`config.mk`:
```
export PLATFORM = sky130hd
export DESIGN_NAME = greedy_word_wrap_unit
export DESIGN_NICKNAME = d
export VERILOG_FILES = /design/src/hw/rtl/gww_pkg.sv /design/src/hw/rtl/greedy_word_wrap_unit.sv /design/src/hw/rtl/gww_ram.sv /design/src/hw/rtl/gww_scale.sv /design/src/hw/rtl/gww_line.sv /design/src/hw/rtl/gww_fifo.sv
export SDC_FILE = /design/constraint.sdc
export NUM_CORES = 2
export LEC_CHECK = 0
export ABC_AREA = 1
export BUFFER_PORTS_ARGS = -buffer_cell sky130_fd_sc_hd__buf_2
export CAP_MARGIN = 20
export CORE_ASPECT_RATIO = 0.6
export CORE_UTILIZATION = 50
export DETAILED_ROUTE_END_ITERATION = 16
export PLACE_DENSITY = 0.65
export SYNTH_ARGS = -nofsm -noshare
export SYNTH_HDL_FRONTEND = slang
export SYNTH_SLANG_ARGS = --single-unit
```
`constraint.sdc`:
```
create_clock -name clk -period 7.7 [get_ports clk]
set_input_delay 0 -clock clk [delete_from_list [all_inputs] [get_ports clk]]
set_output_delay 0 -clock clk [all_outputs]
set_load 0.1 [all_outputs]
```
`src/hw/rtl/gww_pkg.sv`:
```
// types, constants and codes shared by the greedy word wrap block
`default_nettype none

package gww_pkg;

	localparam int NUM_GLYPHS_DEF = 95;
	localparam int FIRST_CODE_DEF = 32;

	localparam int CODE_W      = 8;
	localparam int ADV_IN_W    = 16;
	localparam int SCALE_W     = 10;
	localparam int WIDTH_W     = 24;
	localparam int LEN_W       = 16;
	localparam int SCALE_SHIFT = 4;
	localparam int PROD_W      = ADV_IN_W + SCALE_W;
	localparam int ADV_W       = PROD_W - SCALE_SHIFT;
	localparam int CFG_INDEX_W = 2;
	localparam int FIFO_DEPTH  = 4;

	localparam logic [CODE_W-1:0]  SPACE_CODE = CODE_W'(32);
	localparam logic [WIDTH_W-1:0] WIDTH_MAX  = '1;
	localparam logic [LEN_W-1:0]   LEN_MAX    = '1;

	localparam logic [WIDTH_W-1:0] MAX_WIDTH_RST   = WIDTH_MAX;
	localparam logic [SCALE_W-1:0] GLYPH_SCALE_RST = SCALE_W'(16);

	// request kinds
	localparam logic REQ_TEXT = 1'b0;
	localparam logic REQ_LOAD = 1'b1;

	// configuration register indexes
	localparam logic [CFG_INDEX_W-1:0] CFG_MAX_WIDTH   = CFG_INDEX_W'(0);
	localparam logic [CFG_INDEX_W-1:0] CFG_GLYPH_SCALE = CFG_INDEX_W'(1);

	typedef struct packed {
		logic                req_type;
		logic [CODE_W-1:0]   char_code;
		logic [ADV_IN_W-1:0] advance_value;
		logic                last_char;
	} gww_in_t;

	typedef struct packed {
		logic [LEN_W-1:0]   line_length;
		logic [WIDTH_W-1:0] line_width;
		logic               final_line;
	} gww_out_t;

	// scaled glyph handed from the lookup stage to the line tracker
	typedef struct packed {
		logic             valid;
		logic             is_space;
		logic             last;
		logic [ADV_W-1:0] adv;
	} gww_glyph_t;

	// up to two finished lines per character
	typedef struct packed {
		logic [1:0] cnt;
		gww_out_t   first;
		gww_out_t   second;
	} gww_push_t;

endpackage

`default_nettype wire

```
`src/hw/rtl/greedy_word_wrap_unit.sv`:
```
// top level of the greedy word wrap block
//
// Takes one word per cycle while the result queue has room: text characters and
// advance table loads share the input channel. A character is looked up in the advance
// table ram, scaled by one 26-bit multiply, and then added to the running line width
// in a registered state update; the table read and scaled-advance registers lie between
// acceptance and the result queue write. A character yields zero, one or two
// result words (a break, a final line, or both). The four-entry result queue sets the
// rate: input is taken while at least two slots are free, so with the output side
// ready the block sustains one character per cycle. Configuration writes are taken in
// any cycle and are meant for idle times.
`default_nettype none

module greedy_word_wrap_unit
	import gww_pkg::*;
#(
	parameter int NUM_GLYPHS = NUM_GLYPHS_DEF,
	parameter int FIRST_CODE = FIRST_CODE_DEF
) (
	input  wire logic                   clk,
	input  wire logic                   arst_n,
	input  wire logic                   in_valid,
	output logic                        in_ready,
	input  wire gww_in_t                in_data,
	output logic                        out_valid,
	input  wire logic                   out_ready,
	output gww_out_t                    out_data,
	input  wire logic                   cfg_valid,
	output logic                        cfg_ready,
	input  wire logic [CFG_INDEX_W-1:0] cfg_index,
	input  wire logic [WIDTH_W-1:0]     cfg_data
);

	logic               en;
	logic               take;
	logic [WIDTH_W-1:0] max_width_q;
	logic [SCALE_W-1:0] scale_q;
	gww_glyph_t         glyph;
	gww_push_t          push;

	assign cfg_ready = 1'b1;
	assign in_ready  = en;
	assign take      = in_valid && in_ready;

	always_ff @(posedge clk or negedge arst_n) begin
		if (!arst_n) begin
			max_width_q <= MAX_WIDTH_RST;
			scale_q     <= GLYPH_SCALE_RST;
		end else if (cfg_valid && cfg_ready) begin
			unique case (cfg_index)
				CFG_MAX_WIDTH: begin
					max_width_q <= cfg_data;
				end
				CFG_GLYPH_SCALE: begin
					scale_q <= cfg_data[SCALE_W-1:0];
				end
				default: begin
				end
			endcase
		end
	end

	gww_scale #(
		.NUM_GLYPHS(NUM_GLYPHS),
		.FIRST_CODE(FIRST_CODE)
	) u_scale (
		.clk        (clk),
		.arst_n     (arst_n),
		.en         (en),
		.take       (take),
		.in_data    (in_data),
		.glyph_scale(scale_q),
		.glyph      (glyph)
	);

	gww_line u_line (
		.clk           (clk),
		.arst_n        (arst_n),
		.en            (en),
		.glyph         (glyph),
		.max_line_width(max_width_q),
		.push          (push)
	);

	gww_fifo u_fifo (
		.clk      (clk),
		.arst_n   (arst_n),
		.push     (push),
		.room     (en),
		.out_valid(out_valid),
		.out_ready(out_ready),
		.out_data (out_data)
	);

endmodule

`default_nettype wire

```
`src/hw/rtl/gww_ram.sv`:
```
// generic single write port ram with registered read
`default_nettype none

module gww_ram #(
	parameter int WIDTH = 16,
	parameter int DEPTH = 95,
	localparam int ADDR_W = (DEPTH > 1) ? $clog2(DEPTH) : 1
) (
	input  wire logic              clk,
	input  wire logic              we,
	input  wire logic [ADDR_W-1:0] waddr,
	input  wire logic [WIDTH-1:0]  wdata,
	input  wire logic              re,
	input  wire logic [ADDR_W-1:0] raddr,
	output logic      [WIDTH-1:0]  rdata
);

	logic [WIDTH-1:0] mem_q [DEPTH];

	always_ff @(posedge clk) begin
		if (we) begin
			mem_q[waddr] <= wdata;
		end
		if (re) begin
			rdata <= mem_q[raddr];
		end
	end

endmodule

`default_nettype wire

```
`src/hw/rtl/gww_scale.sv`:
```
// advance table, lookup register and scaling multiply
`default_nettype none

module gww_scale
	import gww_pkg::*;
#(
	parameter int NUM_GLYPHS = NUM_GLYPHS_DEF,
	parameter int FIRST_CODE = FIRST_CODE_DEF
) (
	input  wire logic               clk,
	input  wire logic               arst_n,
	input  wire logic               en,
	input  wire logic               take,
	input  wire gww_in_t            in_data,
	input  wire logic [SCALE_W-1:0] glyph_scale,
	output gww_glyph_t              glyph
);

	localparam int IDX_W = (NUM_GLYPHS > 1) ? $clog2(NUM_GLYPHS) : 1;

	logic [CODE_W:0]       diff;
	logic                  in_table;
	logic [IDX_W-1:0]      idx;
	logic                  is_text;
	logic [NUM_GLYPHS-1:0] loaded_q;
	logic [ADV_IN_W-1:0]   rdata;
	logic                  text_s1;
	logic                  space_s1;
	logic                  last_s1;
	logic                  hit_s1;
	logic [PROD_W-1:0]     prod;
	logic [ADV_W-1:0]      adv;
	logic                  valid_s2;
	logic                  space_s2;
	logic                  last_s2;
	logic [ADV_W-1:0]      adv_s2;

	assign diff     = {1'b0, in_data.char_code} - (CODE_W+1)'(FIRST_CODE);
	assign in_table = !diff[CODE_W] && (diff < (CODE_W+1)'(NUM_GLYPHS));
	assign idx      = diff[IDX_W-1:0];
	assign is_text  = in_data.req_type == REQ_TEXT;

	gww_ram #(
		.WIDTH(ADV_IN_W),
		.DEPTH(NUM_GLYPHS)
	) u_table (
		.clk  (clk),
		.we   (take && !is_text && in_table),
		.waddr(idx),
		.wdata(in_data.advance_value),
		.re   (take && is_text && in_table),
		.raddr(idx),
		.rdata(rdata)
	);

	// entries never loaded read as zero advance
	always_ff @(posedge clk or negedge arst_n) begin
		if (!arst_n) begin
			loaded_q <= '0;
			text_s1  <= 1'b0;
			valid_s2 <= 1'b0;
		end else begin
			if (take && !is_text && in_table) begin
				loaded_q[idx] <= 1'b1;
			end
			if (en) begin
				text_s1  <= take && is_text;
				valid_s2 <= text_s1;
			end
		end
	end

	assign prod = PROD_W'(rdata) * PROD_W'(glyph_scale);
	assign adv  = hit_s1 ? prod[PROD_W-1:SCALE_SHIFT] : '0;

	always_ff @(posedge clk) begin
		if (take) begin
			space_s1 <= in_data.char_code == SPACE_CODE;
			last_s1  <= in_data.last_char;
			hit_s1   <= in_table && loaded_q[idx];
		end
		if (en) begin
			space_s2 <= space_s1;
			last_s2  <= last_s1;
			adv_s2   <= adv;
		end
	end

	assign glyph = '{valid: valid_s2, is_space: space_s2, last: last_s2, adv: adv_s2};

endmodule

`default_nettype wire

```
`src/hw/rtl/gww_line.sv`:
```
// running line width, space tracking and break decision
`default_nettype none

module gww_line
	import gww_pkg::*;
(
	input  wire logic               clk,
	input  wire logic               arst_n,
	input  wire logic               en,
	input  wire gww_glyph_t         glyph,
	input  wire logic [WIDTH_W-1:0] max_line_width,
	output gww_push_t               push
);

	logic [WIDTH_W-1:0] run_q, before_q, after_q;
	logic [LEN_W-1:0]   count_q, space_pos_q;
	logic               no_space_q;

	logic [WIDTH_W:0]   run_sum, after_sum;
	logic [WIDTH_W-1:0] new_w, after_add;
	logic               sp_none;
	logic [LEN_W-1:0]   sp_pos;
	logic [WIDTH_W-1:0] before_eff;
	logic               brk;
	logic               fire;
	logic [LEN_W-1:0]   len_brk;
	logic [WIDTH_W-1:0] run_n, before_n, after_n;
	logic [LEN_W-1:0]   count_n, space_pos_n;
	logic               no_space_n;

	assign run_sum   = {1'b0, run_q} + (WIDTH_W+1)'(glyph.adv);
	assign after_sum = {1'b0, after_q} + (WIDTH_W+1)'(glyph.adv);
	assign new_w     = run_sum[WIDTH_W] ? WIDTH_MAX : run_sum[WIDTH_W-1:0];
	assign after_add = after_sum[WIDTH_W] ? WIDTH_MAX : after_sum[WIDTH_W-1:0];
	assign fire      = en && glyph.valid;

	always_comb begin
		sp_none    = glyph.is_space ? 1'b0 : no_space_q;
		sp_pos     = glyph.is_space ? count_q : space_pos_q;
		before_eff = glyph.is_space ? run_q : before_q;
		// a space at the line's first position never allows a break
		brk        = (new_w > max_line_width) && !sp_none && (sp_pos != '0);
		len_brk    = (sp_pos == LEN_MAX) ? LEN_MAX : sp_pos + LEN_W'(1);
		if (brk) begin
			run_n       = glyph.is_space ? '0 : after_add;
			count_n     = glyph.is_space ? '0 : count_q - sp_pos;
			after_n     = run_n;
			before_n    = '0;
			no_space_n  = 1'b1;
			space_pos_n = '0;
		end else begin
			run_n       = new_w;
			count_n     = (count_q == LEN_MAX) ? LEN_MAX : count_q + LEN_W'(1);
			after_n     = glyph.is_space ? '0 : after_add;
			before_n    = before_eff;
			no_space_n  = sp_none;
			space_pos_n = sp_pos;
		end
		push.first.line_length  = brk ? len_brk : count_n;
		push.first.line_width   = brk ? before_eff : run_n;
		push.first.final_line   = !brk;
		push.second.line_length = count_n;
		push.second.line_width  = run_n;
		push.second.final_line  = 1'b1;
		push.cnt = fire ? ({1'b0, brk} + {1'b0, glyph.last}) : 2'd0;
	end

	always_ff @(posedge clk or negedge arst_n) begin
		if (!arst_n) begin
			run_q       <= '0;
			before_q    <= '0;
			after_q     <= '0;
			count_q     <= '0;
			space_pos_q <= '0;
			no_space_q  <= 1'b1;
		end else if (fire) begin
			if (glyph.last) begin
				run_q       <= '0;
				before_q    <= '0;
				after_q     <= '0;
				count_q     <= '0;
				space_pos_q <= '0;
				no_space_q  <= 1'b1;
			end else begin
				run_q       <= run_n;
				before_q    <= before_n;
				after_q     <= after_n;
				count_q     <= count_n;
				space_pos_q <= space_pos_n;
				no_space_q  <= no_space_n;
			end
		end
	end

endmodule

`default_nettype wire

```
`src/hw/rtl/gww_fifo.sv`:
```
// result queue taking up to two words per cycle
`default_nettype none

module gww_fifo
	import gww_pkg::*;
(
	input  wire logic      clk,
	input  wire logic      arst_n,
	input  wire gww_push_t push,
	output logic           room,
	output logic           out_valid,
	input  wire logic      out_ready,
	output gww_out_t       out_data
);

	localparam int PTR_W = (FIFO_DEPTH > 1) ? $clog2(FIFO_DEPTH) : 1;
	localparam int CNT_W = $clog2(FIFO_DEPTH + 1);

	gww_out_t         mem_q [FIFO_DEPTH];
	logic [PTR_W-1:0] wr_q, rd_q;
	logic [CNT_W-1:0] count_q;
	logic             pop;

	assign out_valid = count_q != '0;
	assign out_data  = mem_q[rd_q];
	assign pop       = out_valid && out_ready;
	// room for the worst case of two words from the next character
	assign room      = count_q <= CNT_W'(FIFO_DEPTH - 2);

	always_ff @(posedge clk) begin
		if (push.cnt != 2'd0) begin
			mem_q[wr_q] <= push.first;
		end
		if (push.cnt == 2'd2) begin
			mem_q[PTR_W'(wr_q + PTR_W'(1))] <= push.second;
		end
	end

	always_ff @(posedge clk or negedge arst_n) begin
		if (!arst_n) begin
			wr_q    <= '0;
			rd_q    <= '0;
			count_q <= '0;
		end else begin
			wr_q    <= PTR_W'(wr_q + PTR_W'(push.cnt));
			if (pop) begin
				rd_q <= PTR_W'(rd_q + PTR_W'(1));
			end
			count_q <= CNT_W'(count_q + CNT_W'(push.cnt) - CNT_W'(pop));
		end
	end

endmodule

`default_nettype wire
```
# After elaboration in Yosys (flattened, before gate mapping)
# Memories as Yosys holds them, arrays and structs flattened. A register that Yosys moved wholly into a read port is not among the register bits.
# Cells that the tools add are included.
[word_totals]
register_bits = 270
ramBits = 1684
elab_cells = 101
memories = 2
[op_classes]
add_sub_neg = 12
multipliers = 1
order_cmp = 5
n_eq_ne = 5
n_mux = 33
bitwise_logic = 2
reduce_logical = 21
[mem_list]
columns = ["memory", "words", "width", "rd", "rd_clocked_by_memory_dff", "wr", "line", "text"]
rows = [
  ["u_scale.u_table.mem_q", 95, 16, 1, 1, 1, "gww_ram.sv:18", "logic [WIDTH-1:0] mem_q [DEPTH];"],
  ["u_fifo.mem_q", 4, 41, 1, 0, 2, "gww_fifo.sv:19", "gww_out_t mem_q [FIFO_DEPTH];"],
]
[ops]
columns = ["op", "count"]
rows = [
  ["24-bit 2-to-1 mux", 10],
  ["16-bit 2-to-1 mux", 9],
  ["95-bit OR", 1],
  ["24-bit by 22-bit adder with 25-bit output", 2],
  ["16-bit by 1-bit adder with 16-bit output (second input constant)", 2],
  ["16-bit == test (second input constant)", 2],
  ["16-bit by 10-bit multiplier with 26-bit output", 1],
  ["24-bit > comparator", 1],
  ["16-bit nonzero test", 1],
  ["16-bit subtractor", 1],
  ["1-bit logical AND", 12],
  ["1-bit 2-to-1 mux", 11],
  ["9-bit by 7-bit less-than comparator with 1-bit output (second input constant)", 1],
  ["8-bit by 6-bit subtractor with 9-bit output (second input constant)", 1],
  ["8-bit by 6-bit == test with 1-bit output (second input constant)", 1],
  ["7-bit by 8-bit less-than comparator with 1-bit output (second input constant)", 1],
  ["1-bit binary-select mux with 7-bit select", 1],
  ["1-bit demux with 7-bit select", 1],
  ["7-bit by 1-bit greater-or-equal comparator with 1-bit output (second input constant)", 1],
  ["2-bit by 1-bit adder with 2-bit output (second input constant)", 2],
  ["2-bit AND reduction", 2],
  ["3-bit by 2-bit adder with 3-bit output", 1],
  ["3-bit by 2-bit less-or-equal comparator with 1-bit output (second input constant)", 1],
  ["1-bit zero test", 3],
  ["10 further kinds", 10],
]

# Longest topological paths before layout
[depth]
depth_word = 10
ltp_mapped = 36
depth_no_buf = 34

# By module
# From an unflattened synthesis, not the netlist that was laid out.
[hier_totals]
hier_cells = 9671
area_unflattened_um2 = 94739.6
[by_module_without_submodules]
columns = ["module", "instances", "cells_per_inst", "area_per_inst_um2", "seq_area_each_um2"]
rows = [
  ["gww_ram", 1, 5127, 61980.7, 46124.2],
  ["gww_scale", 1, 1430, 11229.5, 3238.1],
  ["gww_line", 1, 1832, 10935.5, 2628.8],
  ["gww_fifo", 1, 1128, 9161.3, 5099.9],
  ["greedy_word_wrap_unit", 1, 154, 1432.6, 882.1],
]

# Worst setup path before layout
# Ideal clock, no wire load.
[synth_timing]
path_kind = "register to register"
from = "reg u_scale.adv_s2[0]"
to = "mem u_fifo.mem_q[3][10] (netlist bit), enable pin"
arrival_ns = 5.056
required_ns = 7.301
path_slack_ns = 2.245
stages_incl_launch_ff = 31
n_path_buf = 3
synth_period_minus_slack_ns = 5.455
path_cell_list = "edfxtp_1 -> ha_1 -> fa_1 -> nand2_1 -> inv_1 -> nand3_1 -> nand3_1 -> nand2_1 -> nand3_1 -> nand2_1 -> buf_2 -> clkbuf_1 -> nand2_1 -> ha_1 -> nand2_1 -> nor2_1 -> nand2_1 -> nor2_1 -> nand3_1 -> nand2_1 -> nor2_2 -> nand2_4 -> inv_4 -> buf_2 -> ha_1 -> inv_1 -> nor2_1 -> inv_1 -> nand2_1 -> nand3_1 -> nand2_1"
[synth_rtl]
columns = ["element", "line", "text"]
rows = [
  ["from (decl)", "gww_scale.sv:36", "logic [ADV_W-1:0] adv_s2;"],
  ["from (signal assigned)", "gww_scale.sv:85", "adv_s2 <= adv;"],
  ["to (decl)", "gww_fifo.sv:19", ""],
]

==> flow_summary.json <==
{
  "max_slew_margin": 0.186,
  "synthCells": 8588,
  "io_buffer_count": 99,
  "drive_gt1_frac": 0.0859,
  "syn_avg_cell_area_um2": 10.5,
  "post-cts-setup-buffers": 0,
  "synth_warnings": 0,
  "finalMaxSlewViolations": 0,
  "post-place-ws_ps": 1510,
  "drt-wirelength-per-cell_um": 25.4,
  "fin_crit_sh": 0.829,
  "synth-edff-count": 1723,
  "tns_ps": 0,
  "synth-seq-cells": 1970,
  "drt_drc_violations_left": 0,
  "skew_ps": 72.9,
  "cts_root_buf": "clkbuf_16",
  "mostFrequentLayoutCell": "nand2_1",
  "final_area_mm2": 0.101,
  "ant_nets": 0,
  "worstMarginPinSlew_ps": 1210,
  "groute.usage.overall": 0.312,
  "syn_area_mm2": 0.0902,
  "ctsHoldBuffers": 102,
  "cts_tree": "done",
  "ir_drop_mv": 0.279,
  "numClockSinks": 1970,
  "required_ps": 8190,
  "endpoint_kind": "register",
  "drt_iter0_markers": 9624,
  "nets": 9087,
  "grt_max_degree": 96,
  "finalHoldViolCount": 0,
  "fill_cells": 15000,
  "syn2layout_area_growth_pct": 11.7,
  "clk_pin_slew_worst_paths_ps": 60,
  "drtPass1Iterations": 6,
  "cts_buffers": 187,
  "cts_max_level": 4,
  "timing.final.crit_period_ps": 6380,
  "fin_cells": 11300,
  "totalWireLength_um": 287000,
  "fmax_mhz": 157,
  "ioPinCount": 101,
  "grt_pass1_wl_um": 416000,
  "die_y_um": 331,
  "start_util": 0.505,
  "num_vias": 66500,
  "hold_path.class": "input port to register",
  "dp_cells": 10800,
  "std_cell_rows": 120,
  "cts_resized": 0,
  "seq_area_frac_synth": 0.642,
  "p_total_mw": 33.7,
  "die_w_um": 550,
  "antenna_found_initial": 24,
  "coreArea_mm2": 0.179,
  "placedInstanceArea_mm2": 0.0938,
  "yosysUniqueCellTypes": 59,
  "first_global_vias": 61100,
  "viasPerCell": 5.89,
  "ys_async_sr_fraction": 0.123,
  "worstPathArrival_ps": 6880,
  "cts_buffer_depth": 4,
  "rsz0062_at_grt": "false",
  "clk_latency_ps": 860,
  "layout_setup_ws_ps": 1320,
  "mappedNetlistNets": 8913,
  "mostFrequentLayoutCells": "nand2_1 (2762), edfxtp_1 (1723), inv_1 (652)",
  "p_leak_nw": 40.1,
  "run_status": "complete, no violations",
  "start_kind": "register",
  "die-area_mm2": 0.182,
  "gp_congestion": 0.980,
  "grt-ovfl-total": 0,
  "cellPowerDensity_mw_per_mm2": 334,
  "max_cap_violations": 0,
  "path_max_fanout": 32,
  "ys.flop_type": "edfxtp_1",
  "criticalPathCategory": "register to register",
  "finalSetupViolations": 0,
  "post-dp-hpwl_um": 182000
}
-- Yosys cell counts (113+ instances only) --
master,number,area (um^2)
a21oi_1,377,1890
clkbuf_1,240,901
dfrtp_1,217,5430
edfxtp_1,1723,51700
fa_1,113,2260
ha_1,155,1940
inv_1,659,2470
nand2_1,2768,10400
nand3_1,512,2560
nand4_1,183,1140
nor2_1,447,1680
o21ai_0,456,2280
-- cell type report --
type | count | area [um^2] | share of cell area
diodes | 7 | 17.5 | 0.000174
flip-flops and latches | 1970 | 57900 | 0.574
repair buffers | 400 | 3380 | 0.0335
clock inverters | 94 | 877 | 0.00870
multi-input cells | 5534 | 28100 | 0.279
clock buffers | 240 | 4970 | 0.0493
inverters | 669 | 2550 | 0.0253
well taps | 2379 | 2980 | 0.0295
-- cell families after synthesis --
family,after synthesis,synth area share
flip-flops,1970,0.642
adder cells (fa/ha/maj),268,0.0466
buffers and inverters,1084,0.0476
AO/OA/AOI/OAI,1149,0.0711
AND/OR/NAND/NOR,4068,0.188
XOR/XNOR,48,0.00466
other,1,0.0000416
-- through the flow --
stage / hold WS (ps) / utilization
after floorplan: -296 / -
after global placement: 89.8 / 0.524
after detailed placement: 93.2 / 0.525
after CTS: 31.5 / 0.563
after global routing: 94.5 / 0.564
final: 91.8 / 0.564
-- path summary, 6_finish.rpt --
path | from | end | slack [ps] | cells after the start
max | u_scale.adv_s2[0] | u_fifo.mem_q[0][15] | 1320 | 27
min | cfg_data[4] | scale_q[4] | 90 | 4
max reg2reg | u_scale.adv_s2[0] | u_fifo.mem_q[0][15] | 1320 | 27
min reg2reg | u_scale.loaded_q[86] | u_scale.loaded_q[86] | 460 | 2
max in group asynchronous | arst_n | u_fifo.rd_q[0] | 6350 | 4
min in group asynchronous | arst_n | u_line.before_q[16] | 440 | 4
-- state kept, by name, indices dropped and copies added, names as in the netlist, 2 cells and up --
signal	flops
u_scale.u_table.rdata	16
u_fifo.wr_q	2
u_scale.loaded_q	95
u_fifo.mem_q	164
u_scale.adv_s2	22
u_line.run_q	24
u_scale.u_table.mem_q	1520
u_fifo.rd_q	2
u_line.before_q	24
u_line.count_q	16
u_line.after_q	24
scale_q	10
max_width_q	24
u_line.space_pos_q	16
u_fifo.count_q	3
-- metal layers --
metal | GRT usage | wire length, um
met2 | 0.406 | 111000
met3 | 0.106 | 42300
met4 | 0.0571 | 4640
met5 | 0.00205 | 135
met1 | 0.499 | 128000
-- critical path, cell delays in order (launching register included) --
cell and delay, ps:
edfxtp_1 420, ha_1 310, fa_1 440, nand2_1 90, inv_1 50, nand3_1 140, nand3_1 250, nand2_1 190
nand3_1 150, nand2_2 570, nand3_1 220, ha_1 340, nand2_1 60, nor2_1 130, nand2_1 120, nor2_1 110
nand3_1 90, nand2_1 90, nor2_2 70, nand2_4 310, inv_4 50, ha_1 290, inv_1 70, nand2_1 60
inv_1 100, nand3_1 400, nand2_2 610, buf_12 270
-- power by group --
group | switching (mW) | total, mW | internal [mW]
clock network | 4.08 | 9.11 | 5.03
registers | 0.396 | 12.5 | 12.1
logic | 9.05 | 12.0 | 2.99
total | 13.5 | 33.7 | 20.1
(Power assumes the default switching activity.)
